==> config.mk <==
export PLATFORM = sky130hd
export DESIGN_NAME = deadline_ordered_ready_queue
export DESIGN_NICKNAME = d
export VERILOG_FILES = /design/src/rtl/dorq_pkg.sv /design/src/rtl/dorq_store.sv /design/src/rtl/deadline_ordered_ready_queue.sv
export VERILOG_INCLUDE_DIRS = /design/src /design/src/rtl
export SDC_FILE = /design/constraint.sdc
export NUM_CORES = 1
export LEC_CHECK = 0
export BUFFER_PORTS_ARGS = -buffer_cell sky130_fd_sc_hd__buf_2
export CORE_MARGIN = 8
export CORE_UTILIZATION = 62
export CTS_CLUSTER_DIAMETER = 150
export DETAILED_ROUTE_END_ITERATION = 8
export GPL_ROUTABILITY_DRIVEN = 0
export PLACE_DENSITY_LB_ADDON = 0.15
export SETUP_SLACK_MARGIN = 0.4
export SLEW_MARGIN = 5
export SYNTH_ARGS = -nofsm -noshare
export SYNTH_HDL_FRONTEND = slang
export SYNTH_SLANG_ARGS = --single-unit
export TNS_END_PERCENT = 5
==> constraint.sdc <==
create_clock -name i_clk -period 7.1 [get_ports i_clk]
set_input_delay 0 -clock i_clk [delete_from_list [all_inputs] [get_ports i_clk]]
set_output_delay 0 -clock i_clk [all_outputs]
set_load 0.01 [all_outputs]
==> src/rtl/deadline_ordered_ready_queue_assert.svh <==
// assertion macros for the deadline ordered ready queue
`ifndef DEADLINE_ORDERED_READY_QUEUE_ASSERT_SVH
`define DEADLINE_ORDERED_READY_QUEUE_ASSERT_SVH

// property checked on every rising clock edge outside reset
`define DORQ_ASSERT(label, prop, msg) \
    label: assert property (@(posedge i_clk) disable iff (!i_rst_n) (prop)) else $error(msg);

// condition that must never be true outside reset
`define DORQ_NEVER(label, cond, msg) \
    label: assert property (@(posedge i_clk) disable iff (!i_rst_n) !(cond)) else $error(msg);

`endif

==> src/rtl/dorq_pkg.sv <==
// types, constants and codes of the deadline ordered ready queue
`default_nettype none

package dorq_pkg;

    localparam int MAX_ENTRIES = 16;
    localparam int IDX_W       = $clog2(MAX_ENTRIES);
    localparam int CNT_W       = $clog2(MAX_ENTRIES + 1);

    localparam logic [1:0] FN_INSERT = 2'd0;
    localparam logic [1:0] FN_POP    = 2'd1;
    localparam logic [1:0] FN_REMOVE = 2'd2;

    localparam logic [2:0] ST_OK        = 3'd0;
    localparam logic [2:0] ST_FULL      = 3'd1;
    localparam logic [2:0] ST_EMPTY     = 3'd2;
    localparam logic [2:0] ST_NOT_FOUND = 3'd3;
    localparam logic [2:0] ST_PRESENT   = 3'd4;

    typedef struct packed {
        logic [1:0]  func;
        logic [7:0]  task_id;
        logic [31:0] deadline;
    } t_in;

    typedef struct packed {
        logic [2:0]  status;
        logic [7:0]  removed_id;
        logic [31:0] removed_deadline;
        logic [7:0]  head_id;
        logic [31:0] head_deadline;
        logic [4:0]  entry_count;
    } t_out;

    typedef struct packed {
        logic [7:0]  task_id;
        logic [31:0] deadline;
    } t_entry;

    typedef struct packed {
        logic             we;
        logic [IDX_W-1:0] waddr;
        t_entry           wdata;
        logic             re;
        logic [IDX_W-1:0] raddr;
    } t_mem_req;

endpackage

`default_nettype wire

==> src/rtl/dorq_store.sv <==
// slot memory: one write port, one registered read port
`default_nettype none

module dorq_store (
    input  wire logic              i_clk,
    input  wire dorq_pkg::t_mem_req i_req,
    output dorq_pkg::t_entry       o_rdata
);
    import dorq_pkg::*;

    t_entry r_mem [MAX_ENTRIES];
    t_entry r_rdata;

    always_ff @(posedge i_clk) begin
        if (i_req.we) begin
            r_mem[i_req.waddr] <= i_req.wdata;
        end
        if (i_req.re) begin
            r_rdata <= r_mem[i_req.raddr];
        end
    end

    assign o_rdata = r_rdata;

endmodule

`default_nettype wire

==> src/rtl/deadline_ordered_ready_queue.sv <==
// Deadline ordered ready queue, sorted slots in one memory, slot 0 is the head.
// One word at a time: scan of the held slots, shift of the slots behind the position, then
// head read and result; the next word is taken only once the result has been registered.
// Reset zeroes the count and the control; slot memory is not cleared and needs no pass.
`default_nettype none

module deadline_ordered_ready_queue (
    input  wire logic         i_clk,
    input  wire logic         i_rst_n,
    input  wire logic         i_in_valid,
    output logic              o_in_ready,
    input  wire dorq_pkg::t_in i_in_data,
    output logic              o_out_valid,
    input  wire logic         i_out_ready,
    output dorq_pkg::t_out    o_out_data
);
    import dorq_pkg::*;

    localparam logic [2:0] S_IDLE = 3'd0;
    localparam logic [2:0] S_SCAN = 3'd1;
    localparam logic [2:0] S_SHUP = 3'd2;
    localparam logic [2:0] S_SHDN = 3'd3;
    localparam logic [2:0] S_HEAD = 3'd4;
    localparam logic [2:0] S_DONE = 3'd5;

    logic [2:0]       r_state, n_state;
    logic [1:0]       r_func, n_func;
    logic [7:0]       r_id, n_id;
    logic [31:0]      r_dl, n_dl;
    logic [CNT_W-1:0] r_cnt, n_cnt;
    logic [CNT_W-1:0] r_ptr, n_ptr;
    logic             r_rd_vld, n_rd_vld;
    logic [IDX_W-1:0] r_rd_idx, n_rd_idx;
    logic             r_found, n_found;
    logic             r_present, n_present;
    logic [IDX_W-1:0] r_pos, n_pos;
    t_entry           r_rem, n_rem;
    logic [2:0]       r_status, n_status;
    logic             r_out_valid, n_out_valid;
    t_out             r_out, n_out;

    t_mem_req w_req;
    t_entry   w_rdata;
    logic     w_match;

    dorq_store u_store (
        .i_clk  (i_clk),
        .i_req  (w_req),
        .o_rdata(w_rdata)
    );

    always_comb begin
        n_state     = r_state;
        n_func      = r_func;
        n_id        = r_id;
        n_dl        = r_dl;
        n_cnt       = r_cnt;
        n_ptr       = r_ptr;
        n_rd_vld    = 1'b0;
        n_rd_idx    = r_rd_idx;
        n_found     = r_found;
        n_present   = r_present;
        n_pos       = r_pos;
        n_rem       = r_rem;
        n_status    = r_status;
        n_out_valid = r_out_valid && !i_out_ready;
        n_out       = r_out;
        w_req       = '0;
        w_match     = 1'b0;

        unique case (r_state)
            S_IDLE: begin
                if (i_in_valid) begin
                    n_func    = i_in_data.func;
                    n_id      = i_in_data.task_id;
                    n_dl      = i_in_data.deadline;
                    n_ptr     = '0;
                    n_found   = 1'b0;
                    n_present = 1'b0;
                    n_pos     = '0;
                    n_rem     = '0;
                    n_status  = ST_OK;
                    n_state   = S_SCAN;
                end
            end
            S_SCAN: begin
                // look at the slot returned by last cycle's read
                if (r_rd_vld) begin
                    if (r_func == FN_INSERT) begin
                        if (w_rdata.task_id == r_id) begin
                            n_present = 1'b1;
                        end
                        if (!r_found && w_rdata.deadline >= r_dl) begin
                            n_found = 1'b1;
                            n_pos   = r_rd_idx;
                        end
                    end else begin
                        if (r_func == FN_POP) begin
                            w_match = (r_rd_idx == '0);
                        end else if (r_func == FN_REMOVE) begin
                            w_match = (w_rdata.task_id == r_id);
                        end
                        if (w_match && !r_found) begin
                            n_found = 1'b1;
                            n_pos   = r_rd_idx;
                            n_rem   = w_rdata;
                        end
                    end
                end
                if (r_ptr < r_cnt) begin
                    w_req.re    = 1'b1;
                    w_req.raddr = r_ptr[IDX_W-1:0];
                    n_rd_vld    = 1'b1;
                    n_rd_idx    = r_ptr[IDX_W-1:0];
                    n_ptr       = r_ptr + 1'b1;
                end else if (!r_rd_vld) begin
                    n_state = S_HEAD;
                    unique case (r_func)
                        FN_INSERT: begin
                            if (r_present) begin
                                n_status = ST_PRESENT;
                            end else if (r_cnt == CNT_W'(MAX_ENTRIES)) begin
                                n_status = ST_FULL;
                            end else begin
                                if (!r_found) begin
                                    n_pos = r_cnt[IDX_W-1:0];
                                end
                                n_ptr   = r_cnt;
                                n_state = S_SHUP;
                            end
                        end
                        FN_POP, FN_REMOVE: begin
                            if (!r_found) begin
                                n_status = (r_func == FN_POP) ? ST_EMPTY : ST_NOT_FOUND;
                            end else begin
                                n_ptr   = CNT_W'(r_pos) + 1'b1;
                                n_state = S_SHDN;
                            end
                        end
                        default: begin
                            n_status = ST_OK;
                        end
                    endcase
                end
            end
            S_SHUP: begin
                // walk down from the tail, each slot moves one place back
                if (r_rd_vld) begin
                    w_req.we    = 1'b1;
                    w_req.waddr = r_rd_idx + 1'b1;
                    w_req.wdata = w_rdata;
                end
                if (r_ptr > CNT_W'(r_pos)) begin
                    w_req.re    = 1'b1;
                    w_req.raddr = IDX_W'(r_ptr - 1'b1);
                    n_rd_vld    = 1'b1;
                    n_rd_idx    = IDX_W'(r_ptr - 1'b1);
                    n_ptr       = r_ptr - 1'b1;
                end else if (!r_rd_vld) begin
                    w_req.we            = 1'b1;
                    w_req.waddr         = r_pos;
                    w_req.wdata.task_id = r_id;
                    w_req.wdata.deadline = r_dl;
                    n_cnt               = r_cnt + 1'b1;
                    n_state             = S_HEAD;
                end
            end
            S_SHDN: begin
                // close the gap, each slot behind moves one place forward
                if (r_rd_vld) begin
                    w_req.we    = 1'b1;
                    w_req.waddr = r_rd_idx - 1'b1;
                    w_req.wdata = w_rdata;
                end
                if (r_ptr < r_cnt) begin
                    w_req.re    = 1'b1;
                    w_req.raddr = r_ptr[IDX_W-1:0];
                    n_rd_vld    = 1'b1;
                    n_rd_idx    = r_ptr[IDX_W-1:0];
                    n_ptr       = r_ptr + 1'b1;
                end else if (!r_rd_vld) begin
                    n_cnt   = r_cnt - 1'b1;
                    n_state = S_HEAD;
                end
            end
            S_HEAD: begin
                if (r_cnt != '0) begin
                    w_req.re    = 1'b1;
                    w_req.raddr = '0;
                end
                n_state = S_DONE;
            end
            S_DONE: begin
                // read data stays put here, no read is issued
                if (!r_out_valid || i_out_ready) begin
                    n_out.status           = r_status;
                    n_out.removed_id       = r_rem.task_id;
                    n_out.removed_deadline = r_rem.deadline;
                    n_out.head_id          = (r_cnt != '0) ? w_rdata.task_id : 8'd0;
                    n_out.head_deadline    = (r_cnt != '0) ? w_rdata.deadline : 32'd0;
                    n_out.entry_count      = 5'(r_cnt);
                    n_out_valid            = 1'b1;
                    n_state                = S_IDLE;
                end
            end
            default: begin
                n_state = S_IDLE;
            end
        endcase
    end

    always_ff @(posedge i_clk) begin
        if (!i_rst_n) begin
            r_state     <= S_IDLE;
            r_cnt       <= '0;
            r_rd_vld    <= 1'b0;
            r_out_valid <= 1'b0;
        end else begin
            r_state     <= n_state;
            r_cnt       <= n_cnt;
            r_rd_vld    <= n_rd_vld;
            r_out_valid <= n_out_valid;
        end
    end

    always_ff @(posedge i_clk) begin
        r_func    <= n_func;
        r_id      <= n_id;
        r_dl      <= n_dl;
        r_ptr     <= n_ptr;
        r_rd_idx  <= n_rd_idx;
        r_found   <= n_found;
        r_present <= n_present;
        r_pos     <= n_pos;
        r_rem     <= n_rem;
        r_status  <= n_status;
        r_out     <= n_out;
    end

    assign o_in_ready  = (r_state == S_IDLE);
    assign o_out_valid = r_out_valid;
    assign o_out_data  = r_out;

`include "deadline_ordered_ready_queue_assert.svh"

    `DORQ_ASSERT(a_cnt_bound, r_cnt <= CNT_W'(MAX_ENTRIES), "entry count above capacity")
    `DORQ_NEVER(a_write_outside_shift, w_req.we && r_state != S_SHUP && r_state != S_SHDN, "slot write outside a shift")
    `DORQ_ASSERT(a_out_from_done, $rose(o_out_valid) |-> $past(r_state) == S_DONE, "result raised outside done")
    `DORQ_ASSERT(a_cnt_step, $past(i_rst_n) && r_cnt != $past(r_cnt) |-> ($past(r_state) == S_SHUP || $past(r_state) == S_SHDN), "count changed outside a shift")
    `DORQ_ASSERT(a_full_count, o_out_valid && o_out_data.status == ST_FULL |-> o_out_data.entry_count == 5'(MAX_ENTRIES), "full reported below capacity")

endmodule

`default_nettype wire
Yosys cells after proc, flatten, opt, wreduce, memory -nomap -nowiden
Memory sizes are Yosys's and may differ from the RTL's. A register that Yosys moved wholly into a read port is not among the register bits.
Cells that the tools add are included.

storage, ports and cells
  register bits after elaboration = 198
  RAM bits = 640
  output and inout port bits = 90
  logic and storage cells = 181
  memories kept = 1

memories
  memory         depth  bits a word  rd ports  clocked after Yosys merged registers in  write ports  RTL line          RTL
  u_store.r_mem  16     40           1         1                                        1            dorq_store.sv:11  t_entry r_mem [MAX_ENTRIES];

cells by class
  $add $sub $neg = 7
  order comparisons = 3
  equal/unequal tests = 34
  muxes and demuxes = 87
  reduce and logical (&&, ||, !) cells = 28

operators with widths
  kind                 count
  $mux 45              4
  $mux 40              4
  $pmux 45 s2          1
  $pmux 40 s2          1
  $mux 5               15
  $mux 4               13
  $mux 3               16
  $ge 32x32->1         1
  $ne 2x2->1 const B   15
  $mux 1               20
  $pmux 5 s2           2
  $pmux 5 s4           1
  $reduce_and 5->1     4
  $pmux 3 s2           3
  $pmux 3 s6           1
  $ne 4x4->1 const B   4
  $pmux 4 s2           2
  $pmux 5 s3           1
  $ne 3x3->1 const B   4
  $reduce_and 6->1     2
  $add 5x1->5 const B  2
  $sub 5x1->5 const B  2
  $reduce_and 9->1     1
  $eq 8x8->1           1
  other kinds (26)     39

Longest topological paths before layout
  depth after elaboration = 17
  mapped depth = 13
  mapped depth without buffers = 10

Modules after synthesis
Synthesis repeated with hierarchy kept, for this count alone.

unflattened totals
  cells, all modules = 1,782
  area total of the unflattened synthesis = 35,049.9 sq um

by module, submodules not included
  module                        instances  cells an instance  area each (sq um)
  dorq_store                    1          1,040              25,532.0
  deadline_ordered_ready_queue  1          742                9,517.9

Worst setup path before layout
No wires, ideal clock.

  kind = reg-to-reg
  start point = register r_ptr[1]
  end point = memory u_store.r_mem[13][0] (netlist bit), enable pin
  arrival time = 4.910 ns
  slack = 1.703 ns
  stages on the path, launching flop included = 9
  buffers on the path = 0
  path through = edfxtp_1 ha_1 nor2b_1 o31a_1 o21ai_0 a41oi_1 a211oi_1 nand2_1 nor3_1

on the way
  word-level cells in the longest chain between the ends = 5

ends and longest elaborated chain
  what                          RTL line                             RTL
  start: declaration            deadline_ordered_ready_queue.sv:31   logic [CNT_W-1:0] r_ptr, n_ptr;
  start signal: assignment      deadline_ordered_ready_queue.sv:230  r_ptr <= n_ptr;
  $gt 5x4->1 (*)                deadline_ordered_ready_queue.sv:153  if (r_ptr > CNT_W'(r_pos)) begin
  $mux 45 (*)                   deadline_ordered_ready_queue.sv:153
  $pmux 45 s2 (*)               deadline_ordered_ready_queue.sv:71   unique case (r_state)
  $mux 1                        dorq_store.sv:15                     if (i_req.we) begin
  $mux 1 (not written as such)  dorq_store.sv:16                     r_mem[i_req.waddr] <= i_req.wdata;
  end: declaration              dorq_store.sv:11

Every way passes the cells marked *; elsewhere a longest branch is shown, timed or not.

Worst setup path in the final report
  start point = register r_ptr[1]
  end point = register, netlist name u_store.o_rdata[39]

on the way
  word-level cells in the longest chain between the ends = 3
  elaborated cells between the ends (all ways) = 6
  classes of those cells = 1 x add/sub; 2 x order compare; 3 x mux

ends and longest elaborated chain
  what                                       RTL line
  $sub 5x1->5, or another cell as far along  --
  $mux 5 (on tied branches)                  deadline_ordered_ready_queue.sv:153, deadline_ordered_ready_queue.sv:110, deadline_ordered_ready_queue.sv:175
  $pmux 5 s3 (*)                             deadline_ordered_ready_queue.sv:71

Marks and branches as above.
A chain may end at the register's enable or synchronous reset.

==> results by group <==
Status
  • Status: complete, no violations

Die
  • Starting Density: 0.626
  • Core Area: between 50000 and 60000 um^2
  • FP Rows: a little under 90
  • Die width: about 260 um
  • Die height: 257 um
  • Full die area: 66300 um^2
  • Number of placed I/O pins: roughly 140

Power
  • Pwr dens: between 300 and 400 nW/um^2
  • P_leak: about 15 nW
  • Sw Share: 0.298
  • Comb power frac: 0.208
  • Clk pwr share: 0.316
  • Cell internal pwr: between 9 and 10 mW
  • Share of power burned in registers: 0.476
  • Worst vdd ir: around 300 uV
  • Total Power: about 14 mW
  • Psw: ~4.2 mW

Clock network
  • Root buffer cell: clkbuf_16
  • Cts bufs inserted: 87
  • Gates resized, CTS repair: 0
  • Clock Sinks: slightly below 900
  • Clock-pin slew on the worst setup and hold paths: 0.06 ns
  • CTS Buffer Depth: 3
  • H-Tree Level Count: 3
  • Clock Latency Late Sink: 0.63 ns
  • CTS tree: built

Timing
  • Fin crit period: around 4.7 ns
  • Setup TNS: 0 ns
  • FMAX: 215 MHz
  • Slew Viols, Final: 0
  • Worst-Margin Slew: 1.23 ns
  • Final Hold Viols: 0
  • Final setup violation count: 0
  • Hold slack: around 0.067 ns
  • Max_slew headroom: 0.173
  • RSZ-0062 raised after global routing: false
  • Fin Clk Skew: 0.0196 ns
  • Tcrit/Tclk final: 0.656

Synth
  • Syn_nets: between 2000 and 2500
  • Sequential fraction of the synthesis area: 0.727
  • Async SR Flop Fraction: 0
  • Yosys cell types: 64
  • Yosys warning total: 0
  • Post-synth EDFFs: ~870
  • Post-synth top flop: edfxtp_1
  • Mapped cell area: approximately 36000 um^2
  • Post-Synthesis Cells: 2318
  • Average size of a mapped cell: 15.6 um^2
  • #FFs+latches synth: approximately 900

Global routing
  • Initial antenna violation count: 1
  • Vias in the first global route: around 21000
  • Total GRT Usage: 0.272
  • Global-route wire length before repair: roughly 140 mm
  • Largest net degree at the start of global routing: 99
  • Grt total ovfl: 0

Cells and area
  • Layout fillers: around 3600
  • Nets@finish: between 2000 and 3000
  • Fraction of layout cells with a size suffix above 1: 0.182
  • P&R area growth vs syn: 13.1%

Detailed routing
  • First-pass DRT Iterations: 9
  • WL per Instance: about 28 um
  • Post-route ant nets: 0
  • Via count: 21900
  • Drt initial violations: about 2600
  • Vias per inst: about 6.6
  • Routed wire length: 92.4 mm
  • Residual DRC count: 0

Placed design
  • HPWL after DPL: roughly 50 mm
  • Quantity of I/O buffers inserted on ports: between 100 and 150

Setup path
  • CP Data Arrival Time: a little over 5 ns
  • Worst Path Required: 7.51 ns
  • Worst Setup SP: r_ptr[1]$_DFFE_PP_
  • CP Launch Type: flop
  • CP max FO: 63
  • Crit Path Class: reg -> reg
  • Crit. End Element: flop
  • RR Startpoint: r_ptr[1]$_DFFE_PP_

Job
  • Max-cap violation count: 0

Hold path
  • Min-delay src: i_in_data[24]
  • Hold Path Class: in -> reg
==> repair_timing <==
item,in CTS,in global routing
hold buffers,46,0
endpoints found under the hold margin,53,0
buffers inserted,0,0
==> worst max-delay path, stage by stage, from the launching register on <==
cell and delay, ns:
edfxtp_1 0.54, ha_1 0.36, nor2b_1 0.15, o31ai_1 0.62, a211o_4 0.69, nand2_4 0.63
buf_4 0.56, mux2_2 0.31, o221ai_1 0.11, nor4_1 0.39
==> sequential cells by signal (all words and copies together), names as in the netlist <==
name             cells
o_out_data          88
o_out_valid          1
r_cnt                5
r_dl                32
r_found              1
r_func               2
r_id                 8
r_pos                4
r_present            1
r_ptr                5
r_rd_idx             4
r_rd_vld             1
r_rem               40
r_state              3
r_status             3
u_store.o_rdata     40
u_store.r_mem      640
==> power by group through the flow <==
stage               clock (mW)  sequential (mW)  combinational [mW]
floorplan                    0             6.55                2.05
global placement             0             6.73                2.78
detailed placement           0             6.74                2.85
CTS                       4.45             6.64                2.88
global route              4.64             6.69                3.13
finish                    4.42             6.66                2.91
==> final timing paths <==
kind / slack [ns] / cells after the start / endpoint
hold reg to reg: 0.42 / 0 / o_out_data[69]$_DFFE_PP_
setup / recovery: 2.45 / 9 / u_store.o_rdata[39]$_DFFE_PP_
hold / removal: 0.07 / 2 / r_dl[24]$_DFFE_PP_
setup reg to reg: 2.45 / 9 / u_store.o_rdata[39]$_DFFE_PP_
==> area by class of cell <==
cell class                      count  area (um^2)  area share
Sequential cell                   878        26300       0.642
Multi-Input combinational cell   1233         9270       0.227
Clock buffer                      101         2270      0.0556
Timing Repair Buffer              222         1460      0.0356
Tap cell                          765          957      0.0234
Clock inverter                     58          442      0.0108
Inverter                           59          221     0.00542
Antenna cell                        1         2.50   0.0000612
==> metal layers <==
metal	track usage	up-vias	share of wire
li1	-	9473	-
met4	0.0905	2	0.029
met5	0	-	0.00068
met3	0.0642	211	0.11
met2	0.431	1277	0.48
met1	0.372	10900	0.39
==> synth_stat cells, types with 47 or more instances <==
cell	count	area (um^2)
ha_1	53	663
a211oi_1	47	353
nand2_1	119	447
nor2b_1	49	307
inv_1	58	218
o21ai_0	53	265
and3_1	119	744
nor2_1	50	188
nand3_1	85	425
mux2_2	82	923
a21oi_1	76	380
edfxtp_1	868	26100
clkbuf_1	101	379
a211o_1	83	727
==> cell usage in the layout (no fill, tap or decap), types with 10 or more instances in the layout <==
| cell | Yosys | routed |
|---|---|---|
| edfxtp_1 | 868 | 868 |
| buf_2 | 29 | 135 |
| and3_1 | 119 | 119 |
| nand2_1 | 119 | 117 |
| clkbuf_16 | 0 | 89 |
| nand3_1 | 85 | 85 |
| mux2_2 | 82 | 82 |
| a211o_1 | 83 | 82 |
| a21oi_1 | 76 | 72 |
| inv_1 | 58 | 58 |
| ha_1 | 53 | 53 |
| o21ai_0 | 53 | 52 |
| nor2b_1 | 49 | 49 |
| a211oi_1 | 47 | 47 |
| dlygate4sd3_1 | 0 | 46 |
| mux2i_1 | 45 | 45 |
| and2_1 | 45 | 42 |
| a22o_1 | 40 | 40 |
| o221ai_1 | 40 | 40 |
| a32o_1 | 40 | 40 |
| buf_4 | 11 | 40 |
| nor4_2 | 37 | 37 |
| nor2_1 | 50 | 35 |
| clkinv_1 | 1 | 27 |
| xnor2_1 | 19 | 19 |
| clkinv_2 | 0 | 19 |
| nor2_4 | 0 | 15 |
| clkbuf_1 | 101 | 12 |
| nand2b_1 | 11 | 11 |
| nand4_1 | 11 | 11 |
| nor3_1 | 16 | 11 |
| a21o_1 | 10 | 10 |
| dfxtp_1 | 10 | 10 |
==> cell families (layout without fill, tap and decap cells) <==
family                     Yosys count  after routing  synth area share
AOI/OAI and AO/OA                  461            461            0.0958
xor gates and xnor gates            25             25           0.00606
adders and majority gates           54             54            0.0189
buffers and inverters              207            440            0.0243
DFF                                878            878             0.727
muxes                              127            127            0.0380
other                                0              1                 0
and+or+nand+nor                    566            566            0.0902
==> metrics by stage <==
stage / setup WS [ns] / cells / util / area (um^2)
5_1_grt: 2.26 / 3316 / 0.709 / 40900
3_3_place_gp: 2.62 / 3111 / 0.654 / 37700
3_5_place_dp: 2.49 / 3111 / 0.654 / 37700
4_1_cts: 2.48 / 3316 / 0.709 / 40900
2_1_floorplan: 1.70 / 2318 / - / 36100
6_report: 2.45 / 3317 / 0.709 / 40900
Note: power is estimated with default switching activity, not from simulation.
